### src/design/mete_pkg.sv
package mete_pkg;

	localparam int FRAC_BITS_DEFAULT  = 26;
	localparam int COUNT_BITS_DEFAULT = 16;

	localparam int COORD_BITS  = 32;
	localparam int PROD_BITS   = 2 * COORD_BITS;
	localparam int ITER_BITS   = 16;
	localparam int RADIUS_BITS = 31;
	localparam int CFG_INDEX_BITS = 8;
	localparam int CFG_DATA_BITS  = 32;

	localparam logic [CFG_INDEX_BITS-1:0] REG_ITER_LIMIT            = CFG_INDEX_BITS'(0);
	localparam logic [CFG_INDEX_BITS-1:0] REG_ESCAPE_RADIUS_SQUARED = CFG_INDEX_BITS'(1);

	localparam logic [ITER_BITS-1:0]   ITER_LIMIT_RESET = ITER_BITS'(200);
	localparam logic [RADIUS_BITS-1:0] RADIUS_RESET     = RADIUS_BITS'(268435456);

	typedef logic signed [COORD_BITS-1:0] coord_t;
	typedef logic signed [PROD_BITS-1:0]  wide_t;

	typedef enum logic [5:0] {
		ST_IDLE   = 6'b000001,
		ST_SQ_RE  = 6'b000010,
		ST_SQ_IM  = 6'b000100,
		ST_CROSS  = 6'b001000,
		ST_UPDATE = 6'b010000,
		ST_FINISH = 6'b100000
	} state_t;

	function automatic coord_t sat_coord(input wide_t x);
		wide_t hi;
		wide_t lo;
		hi = PROD_BITS'({1'b0, {(COORD_BITS-1){1'b1}}});
		lo = -hi - PROD_BITS'(1);
		if (x > hi) begin
			return coord_t'(hi);
		end else if (x < lo) begin
			return coord_t'(lo);
		end
		return coord_t'(x);
	endfunction

endpackage

### src/design/mandelbrot_escape_time_core.sv
// mandelbrot escape-time counter
// input channel: in_valid/in_ready carry one point c (c_real, c_imag), signed fixed
// point with FRAC_BITS fraction bits. output channel: out_valid/out_ready carry the
// iteration_count for that point. config channel: cfg_valid/cfg_ready with cfg_index
// and cfg_data writes the iteration limit (index 0) or escape_radius_squared (index 1);
// cfg_ready is always high; the user must make writes only while the core is idle,
// and the core itself does not enforce this. one 32x32 multiplier is shared by the
// three products of each update, which steps through ST_SQ_RE, ST_SQ_IM, ST_CROSS
// and ST_UPDATE. a point goes to ST_FINISH when its count reaches the limit in
// ST_SQ_RE or when it escapes in ST_UPDATE. in_ready is high only while no point is
// being iterated, so a new point is not taken before the last one's count is loaded.
// the result sits in an output register, so a new point is taken while it waits;
// if the receiver still stalls when the next point finishes, the core holds that
// count until the register is free. reset clears the handshakes and loads
// an iteration limit of 200 and escape_radius_squared = 4.0.
module mandelbrot_escape_time_core #(
	parameter int FRAC_BITS  = mete_pkg::FRAC_BITS_DEFAULT,
	parameter int COUNT_BITS = mete_pkg::COUNT_BITS_DEFAULT
) (
	input  logic                                 clk,
	input  logic                                 arst_n,
	input  logic                                 in_valid,
	output logic                                 in_ready,
	input  logic signed [mete_pkg::COORD_BITS-1:0] c_real,
	input  logic signed [mete_pkg::COORD_BITS-1:0] c_imag,
	output logic                                 out_valid,
	input  logic                                 out_ready,
	output logic [COUNT_BITS-1:0]                iteration_count,
	input  logic                                 cfg_valid,
	output logic                                 cfg_ready,
	input  logic [mete_pkg::CFG_INDEX_BITS-1:0]  cfg_index,
	input  logic [mete_pkg::CFG_DATA_BITS-1:0]   cfg_data
);

	mete_pkg::state_t state_q;
	logic [mete_pkg::ITER_BITS-1:0]   max_iter_q;
	logic [mete_pkg::RADIUS_BITS-1:0] radius_q;
	mete_pkg::coord_t cr_q, ci_q, zr_q, zi_q;
	mete_pkg::wide_t  prod_q, rr_q, ii_q;
	logic esc_q;
	logic [mete_pkg::ITER_BITS-1:0] count_q;
	logic out_valid_q;
	logic [COUNT_BITS-1:0] out_count_q;

	mete_pkg::coord_t mul_a, mul_b;
	mete_pkg::wide_t  mul_p;
	mete_pkg::wide_t  sq_scaled, mag, new_re, new_im;
	logic out_free;

	assign in_ready        = (state_q == mete_pkg::ST_IDLE);
	assign cfg_ready       = 1'b1;
	assign out_valid       = out_valid_q;
	assign iteration_count = out_count_q;
	assign out_free        = !out_valid_q || out_ready;

	// shared multiplier operand select
	always_comb begin
		unique case (state_q)
			mete_pkg::ST_SQ_RE: begin
				mul_a = zr_q;
				mul_b = zr_q;
			end
			mete_pkg::ST_SQ_IM: begin
				mul_a = zi_q;
				mul_b = zi_q;
			end
			default: begin
				mul_a = zr_q;
				mul_b = zi_q;
			end
		endcase
	end

	assign mul_p     = mul_a * mul_b;
	assign sq_scaled = prod_q >>> FRAC_BITS;
	assign mag       = rr_q + sq_scaled;
	assign new_re    = rr_q - ii_q + mete_pkg::PROD_BITS'(cr_q);
	assign new_im    = (prod_q >>> (FRAC_BITS - 1)) + mete_pkg::PROD_BITS'(ci_q);

	always_ff @(posedge clk or negedge arst_n) begin
		if (!arst_n) begin
			max_iter_q <= mete_pkg::ITER_LIMIT_RESET;
			radius_q   <= mete_pkg::RADIUS_RESET;
		end else if (cfg_valid && cfg_ready) begin
			unique case (cfg_index)
				mete_pkg::REG_ITER_LIMIT: begin
					max_iter_q <= cfg_data[mete_pkg::ITER_BITS-1:0];
				end
				mete_pkg::REG_ESCAPE_RADIUS_SQUARED: begin
					radius_q <= cfg_data[mete_pkg::RADIUS_BITS-1:0];
				end
				default: ;
			endcase
		end
	end

	always_ff @(posedge clk or negedge arst_n) begin
		if (!arst_n) begin
			state_q     <= mete_pkg::ST_IDLE;
			out_valid_q <= 1'b0;
		end else begin
			if (state_q == mete_pkg::ST_FINISH && out_free) begin
				out_valid_q <= 1'b1;
			end else if (out_valid_q && out_ready) begin
				out_valid_q <= 1'b0;
			end
			unique case (state_q)
				mete_pkg::ST_IDLE: begin
					if (in_valid) begin
						state_q <= mete_pkg::ST_SQ_RE;
					end
				end
				mete_pkg::ST_SQ_RE: begin
					if (count_q == max_iter_q) begin
						state_q <= mete_pkg::ST_FINISH;
					end else begin
						state_q <= mete_pkg::ST_SQ_IM;
					end
				end
				mete_pkg::ST_SQ_IM:  state_q <= mete_pkg::ST_CROSS;
				mete_pkg::ST_CROSS:  state_q <= mete_pkg::ST_UPDATE;
				mete_pkg::ST_UPDATE: begin
					if (esc_q) begin
						state_q <= mete_pkg::ST_FINISH;
					end else begin
						state_q <= mete_pkg::ST_SQ_RE;
					end
				end
				mete_pkg::ST_FINISH: begin
					if (out_free) begin
						state_q <= mete_pkg::ST_IDLE;
					end
				end
				default: state_q <= mete_pkg::ST_IDLE;
			endcase
		end
	end

	always_ff @(posedge clk) begin
		prod_q <= mul_p;
		unique case (state_q)
			mete_pkg::ST_IDLE: begin
				cr_q    <= c_real;
				ci_q    <= c_imag;
				zr_q    <= '0;
				zi_q    <= '0;
				count_q <= '0;
			end
			mete_pkg::ST_SQ_IM: begin
				rr_q <= sq_scaled;
			end
			mete_pkg::ST_CROSS: begin
				ii_q  <= sq_scaled;
				esc_q <= $unsigned(mag) > mete_pkg::PROD_BITS'(radius_q);
			end
			mete_pkg::ST_UPDATE: begin
				if (!esc_q) begin
					zr_q    <= mete_pkg::sat_coord(new_re);
					zi_q    <= mete_pkg::sat_coord(new_im);
					count_q <= count_q + mete_pkg::ITER_BITS'(1);
				end
			end
			mete_pkg::ST_FINISH: begin
				if (out_free) begin
					out_count_q <= COUNT_BITS'(count_q);
				end
			end
			default: ;
		endcase
	end

endmodule
### config.mk
export PLATFORM = sky130hd
export DESIGN_NAME = mandelbrot_escape_time_core
export DESIGN_NICKNAME = d
export VERILOG_FILES = /design/src/design/mete_pkg.sv /design/src/design/mandelbrot_escape_time_core.sv
export SDC_FILE = /design/constraint.sdc
export NUM_CORES = 2
export LEC_CHECK = 0
export BUFFER_PORTS_ARGS = -buffer_cell sky130_fd_sc_hd__buf_2
export CORE_MARGIN = 2
export CORE_UTILIZATION = 60
export DETAILED_ROUTE_END_ITERATION = 12
export PLACE_DENSITY = 0.76
export SYNTH_ARGS = -nofsm -noshare
export SYNTH_HDL_FRONTEND = slang
export SYNTH_SLANG_ARGS = --single-unit
export TNS_END_PERCENT = 1
### constraint.sdc
create_clock -name clk -period 12 [get_ports clk]
set_clock_uncertainty 0.05 [all_clocks]
set_input_delay 3.6 -clock clk [delete_from_list [all_inputs] [get_ports clk]]
set_output_delay 3.6 -clock clk [all_outputs]
set_load 0.01 [all_outputs]
# After elaboration in Yosys (flattened, before gate mapping)
# Index checks and enable logic that the tools add are counted.
dict set report classes {
  n_addsub 5
  multipliers 1
  div 0
  n_lt_le_gt_ge 5
  n_eq_ne 11
  n_shift 0
  n_mux 29
  n_bitwise 0
  reduce_logical 12
}
# op count
set op_table {}
lappend op_table {{$mux 32} 10}
lappend op_table {{$pmux 32 s2} 2}
lappend op_table {{$add 39x32->40} 2}
lappend op_table {{$gt 40x32->1 const B} 2}
lappend op_table {{$lt 40x32->1 const B} 2}
lappend op_table {{$gt 64x31->1} 1}
lappend op_table {{$mul 32x32->64} 1}
lappend op_table {{$add 38x38->39} 1}
lappend op_table {{$sub 38x38->39} 1}
lappend op_table {{$pmux 6 s6} 1}
lappend op_table {{$pmux 16 s2} 1}
lappend op_table {{$mux 6} 4}
lappend op_table {{$add 16x1->16 const B} 1}
lappend op_table {{$eq 16x16->1} 1}
lappend op_table {{$mux 16} 1}
lappend op_table {{$mux 1} 10}
lappend op_table {{$reduce_and 2->1} 5}
lappend op_table {{$eq 8x1->1 const B} 1}
lappend op_table {{$logic_not 8->1} 1}
lappend op_table {{$eq 6x1->1 const B} 1}
lappend op_table {{$eq 6x2->1 const B} 1}
lappend op_table {{$eq 6x3->1 const B} 1}
lappend op_table {{$eq 6x4->1 const B} 1}
lappend op_table {{$eq 6x5->1 const B} 1}
lappend op_table {{6 further kinds} 10}
dict set report totals {
  ff_bits 355
  latchBits 0
  ramBits 0
  romBits 0
  wordCells 77
  mem_count 0
}

# Longest topological paths before layout
dict set report depth {
  ltp_word 10
  mapped_depth 39
  depth_no_buf 35
}

# Worst setup path after synthesis
# OpenSTA, ideal clock, no wires.
dict set report synth_timing {
  kind {register to register}
  startpoint {register state_q[2]}
  endpoint {register prod_q[61]}
  setup_ns 0.118
  t_arrival_ns 9.546
  required_ns 11.832
  path_slack_ns 2.286
  path_stages_with_launch 34
  path_cell_list {dfrtp_1 -> clkbuf_1 -> or4_1 -> nor2_1 -> clkbuf_1 -> mux2i_1 -> clkbuf_1 -> nor2_1 -> fa_1 -> inv_1 -> fa_1 -> inv_1 -> fa_1 -> fa_1 -> inv_1 -> fa_1 -> inv_1 -> fa_1 -> inv_1 -> fa_1 -> inv_1 -> fa_1 -> ha_1 -> clkbuf_1 -> nand4_1 -> or2_2 -> nor2_1 -> a21oi_1 -> o41ai_2 -> o21ai_1 -> o21ai_1 -> o21a_1 -> nor2_1 -> xnor2_1}
}
dict set report synth_between {
  elab_chain_len 3
  word_cells_on_any_way 5
  classes_between {1 x mul; 2 x eq/ne; 2 x mux}
}
# element line_no
set synth_rtl {}
lappend synth_rtl {{start, declared} mandelbrot_escape_time_core.sv:35} ;# mete_pkg::state_t state_q;
lappend synth_rtl {{start signal, assigned} mandelbrot_escape_time_core.sv:99} ;# state_q <= mete_pkg::ST_IDLE;
lappend synth_rtl {{start signal, assigned} mandelbrot_escape_time_core.sv:110} ;# state_q <= mete_pkg::ST_SQ_RE;
lappend synth_rtl {{start signal, assigned} mandelbrot_escape_time_core.sv:115} ;# state_q <= mete_pkg::ST_FINISH;
lappend synth_rtl {{$eq 6x3->1 / $eq 6x2->1 (equally long branches)} mandelbrot_escape_time_core.sv:58} ;# unique case (state_q)
lappend synth_rtl {{$mux 32} mandelbrot_escape_time_core.sv:58}
lappend synth_rtl {{$mul 32x32->64 *} mandelbrot_escape_time_core.sv:74} ;# assign mul_p = mul_a * mul_b;
lappend synth_rtl {{via mul_p[61]} mandelbrot_escape_time_core.sv:46} ;# mete_pkg::wide_t mul_p;
lappend synth_rtl {{end signal, assigned} mandelbrot_escape_time_core.sv:140} ;# prod_q <= mul_p;
lappend synth_rtl {{end, declared} mandelbrot_escape_time_core.sv:39} ;# mete_pkg::wide_t prod_q, rr_q, ii_q;
# Mark *: on every way through the listed nets, which the timed path passes. The rest lies on a longest branch.
# A chain may end at the register's enable or synchronous reset.

# Final worst setup path
dict set report layout_timing {
  startpoint {register state_q[5]}
  endpoint {register prod_q[61]}
}
# The elaborated chain is that of the path after synthesis.

==> impl_metrics.toml <==
[logic_synthesis]
ys_ff_latch = 330
synth-main-ff-cell = "edfxtp_1"
netlist_top_cells_area = "fa_1 (41%), edfxtp_1 (13%), inv_1 (8.5%)"
yosys_warnings = 0
async_flop_share_pct = 16.4
synth_seq_area_share_pct = 16.9
syn_nets = 7416
synth_edf_count = 237
yosys.area.top_type = "fa_1"
synth.avg_cell_area_um2 = 9.37
ys_types = 81
syn_area_mm2 = 0.0549
synth.top_cell.area_share_pct = 40.9
synthCells = 5857

[detailed_routing]
drtIter0Drc = 3919
route.vias.total = 41800
wl_per_cell_um = 22.9
wl_um = 164000
drc = 0
antenna_left = 0
drt_pass1_iterations = 6
via_per_inst = 5.85

[setup_path]
crit_path_end_kind = "flop"
required_ns = 12.48
crit_path_max_incr_delay_ns = 0.98
cpMaxStageDelayCell = "a221oi_1"
cp.arrival_ns = 11.68
start_kind = "flop"
cp_max_fo = 56
critPathKind = "flop to flop"
crit_buf_inv = 6
cpMostUsedCell = "fa_1"
cp_top_family = "adder cells"

[finish]
seq_area_mm2 = 0.00926
post-route-util_pct = 64.9
fillers = 7256
multiInputGateArea_mm2 = 0.0403
area_delta_synth_final_pct = 6.67
final_nets = 7503
drive_gt1_share_pct = 7.19

[placed_design]
port_buffers = 125
hpwl_um = 133000
gp_congestion = 1.01

[clock_network]
cts.clk_slew.worst_paths_ns = 0.06
ctsHoldBuffers = 0
cts_inserted_buffers = 31
cts_tree = "done"
cts_root_buf = "clkbuf_16"
postCtsSetupBuffers = 0
cts_num_sinks = 330
ctsResizeCount = 0
cts_max_path_buffers = 3
clkLatencyLatePin_ns = 0.61
htree_levels = 1

[global_route]
grt_overflow_total = 0
grtUsageTotal_pct = 36.0
grt_pass1_wl_um = 255000
grt_max_degree = 65
antenna_found_initial = 3
grt_pass1_vias = 44000

[sta]
setup_tns_ns = 0
fmax_ghz = 0.0894
finalCritPeriodShare_pct = 93.3
period_needed_ns = 11.19
hold_viol_final = 0
grt_setup_unrepaired = "false"
slew_headroom_pct = 16.2
slew_viol_final = 0
max_slew.worst_pin.slew_ns = 1.22
report.final.setup_viol = 0

[die]
die_w_um = 307
start_util_pct = 60.8
coreArea_mm2 = 0.0903
dieArea_mm2 = 0.0939
ios = 128
die_y_um = 307
row_count = 110

[flow_run]
drv_cap = 0

[status]
status = "finished clean"

[min_path]
hp-class = "flop to flop"
==> cell usage in the layout, fill, tap and decap left out, drive strengths merged, types with 23 or more instances in the layout <==
cell / Yosys / routed
edfxtp: 237 / 237
clkbuf: 197 / 40
o21ai: 114 / 114
mux2: 49 / 49
xor2: 61 / 61
nand4: 37 / 37
nor2: 628 / 628
a21oi: 226 / 226
fa: 1121 / 1121
dfxtp: 39 / 39
a21o: 82 / 82
nor3: 24 / 24
o21a: 24 / 24
nand3: 55 / 55
a31oi: 25 / 25
mux2i: 57 / 57
ha: 329 / 329
buf: 15 / 266
a211oi: 29 / 29
and3: 23 / 23
dfrtp: 49 / 49
inv: 1251 / 1254
xnor2: 110 / 110
nand2: 826 / 826
==> metrics by stage <==
| step | cell area [µm²] | std cells | setup WS (ns) | hold WS [ns] |
|---|---|---|---|---|
| 2_1_floorplan | 54900 | 5857 | 2.29 | 0.408 |
| 3_3_place_gp | 57500 | 7087 | 1.14 | 0.441 |
| 3_5_place_dp | 57500 | 7087 | 1.06 | 0.443 |
| 4_1_cts | 58600 | 7145 | 1.00 | 0.459 |
| 5_1_grt | 58600 | 7145 | 0.486 | 0.467 |
| 6_report | 58600 | 7147 | 0.810 | 0.459 |
==> metal layers <==
layer | wire [µm] | GRT usage, % | vias to the layer above | share of wire (%)
met1 | 62100 | 47.3 | 21100 | 38
met3 | 17300 | 8.40 | 479 | 11
met5 | 27 | 0 | - | 0.016
met2 | 73900 | 56.6 | 2145 | 45
met4 | 10600 | 18.3 | 4 | 6.5
li1 | - | - | 18100 | -
==> layout make-up <==
| cell class | instances | share of cell area, % |
|---|---|---|
| antenna | 2 | 0.00854 |
| timing repair buffer | 266 | 2.96 |
| inverter | 1252 | 8.03 |
| sequential | 330 | 15.8 |
| clock inverter | 18 | 0.410 |
| tap | 1176 | 2.51 |
| clock buffer | 40 | 1.45 |
| multi-input combinational | 4063 | 68.8 |
==> worst reg2reg max path, delay by kind of cell (launching register included) <==
| family | cells | cell delay, ns |
|---|---|---|
| buffers and inverters | 6 | 1.04 |
| XOR/XNOR | 1 | 0.13 |
| adder cells (fa/ha/maj) | 9 | 4.41 |
| AND/OR/NAND/NOR | 4 | 1.41 |
| AO/OA/AOI/OAI | 9 | 2.88 |
| multiplexers | 1 | 0.78 |
| flip-flops | 1 | 0.43 |
==> state kept, by name, indices dropped and copies added, names as in the netlist, 6 cells and up <==
signal	flops
ci_q	32
count_q	16
cr_q	32
ii_q	38
iteration_count	16
max_iter_q	16
prod_q	39
radius_q	31
rr_q	38
state_q	6
zi_q	32
zr_q	32
==> cells by family (layout without fill, tap and decap cells) <==
| family | after synthesis | after routing | share of synthesized area [%] |
|---|---|---|---|
| simple gates | 1716 | 1716 | 12.8 |
| other cells | 1 | 3 | 0.00683 |
| xor+xnor | 171 | 171 | 2.73 |
| flops | 330 | 330 | 16.9 |
| fa+ha+maj | 1450 | 1450 | 48.4 |
| buf+inv | 1464 | 1576 | 10.0 |
| mux | 106 | 106 | 2.04 |
| compound gates | 619 | 619 | 7.12 |
==> Yosys cell counts (all sizes together), types with 61 or more instances <==
master     n
fa      1121
a21oi    226
clkbuf   197
ha       329
xnor2    110
nand2    826
o21ai    114
inv     1251
a21o      82
xor2      61
nor2     628
edfxtp   237
==> final timing paths <==
path	start	to	cells past startpoint	slack (ns)
max	state_q[5]$_DFFE_PN0P_	prod_q[61]$_DFF_P_	30	0.81
min	radius_q[18]$_DFFE_PN0P_	radius_q[18]$_DFFE_PN0P_	1	0.46
max reg2reg	state_q[5]$_DFFE_PN0P_	prod_q[61]$_DFF_P_	30	0.81
min reg2reg	radius_q[18]$_DFFE_PN0P_	radius_q[18]$_DFFE_PN0P_	1	0.46
max in group asynchronous	arst_n	out_valid$_DFFE_PN0P_	2	8.35
min in group asynchronous	arst_n	max_iter_q[15]$_DFFE_PN0P_	2	3.07
Power is left out: the tool's default activity adds up to more than one toggle a clock period on the data nets, which glitch-free logic cannot reach.
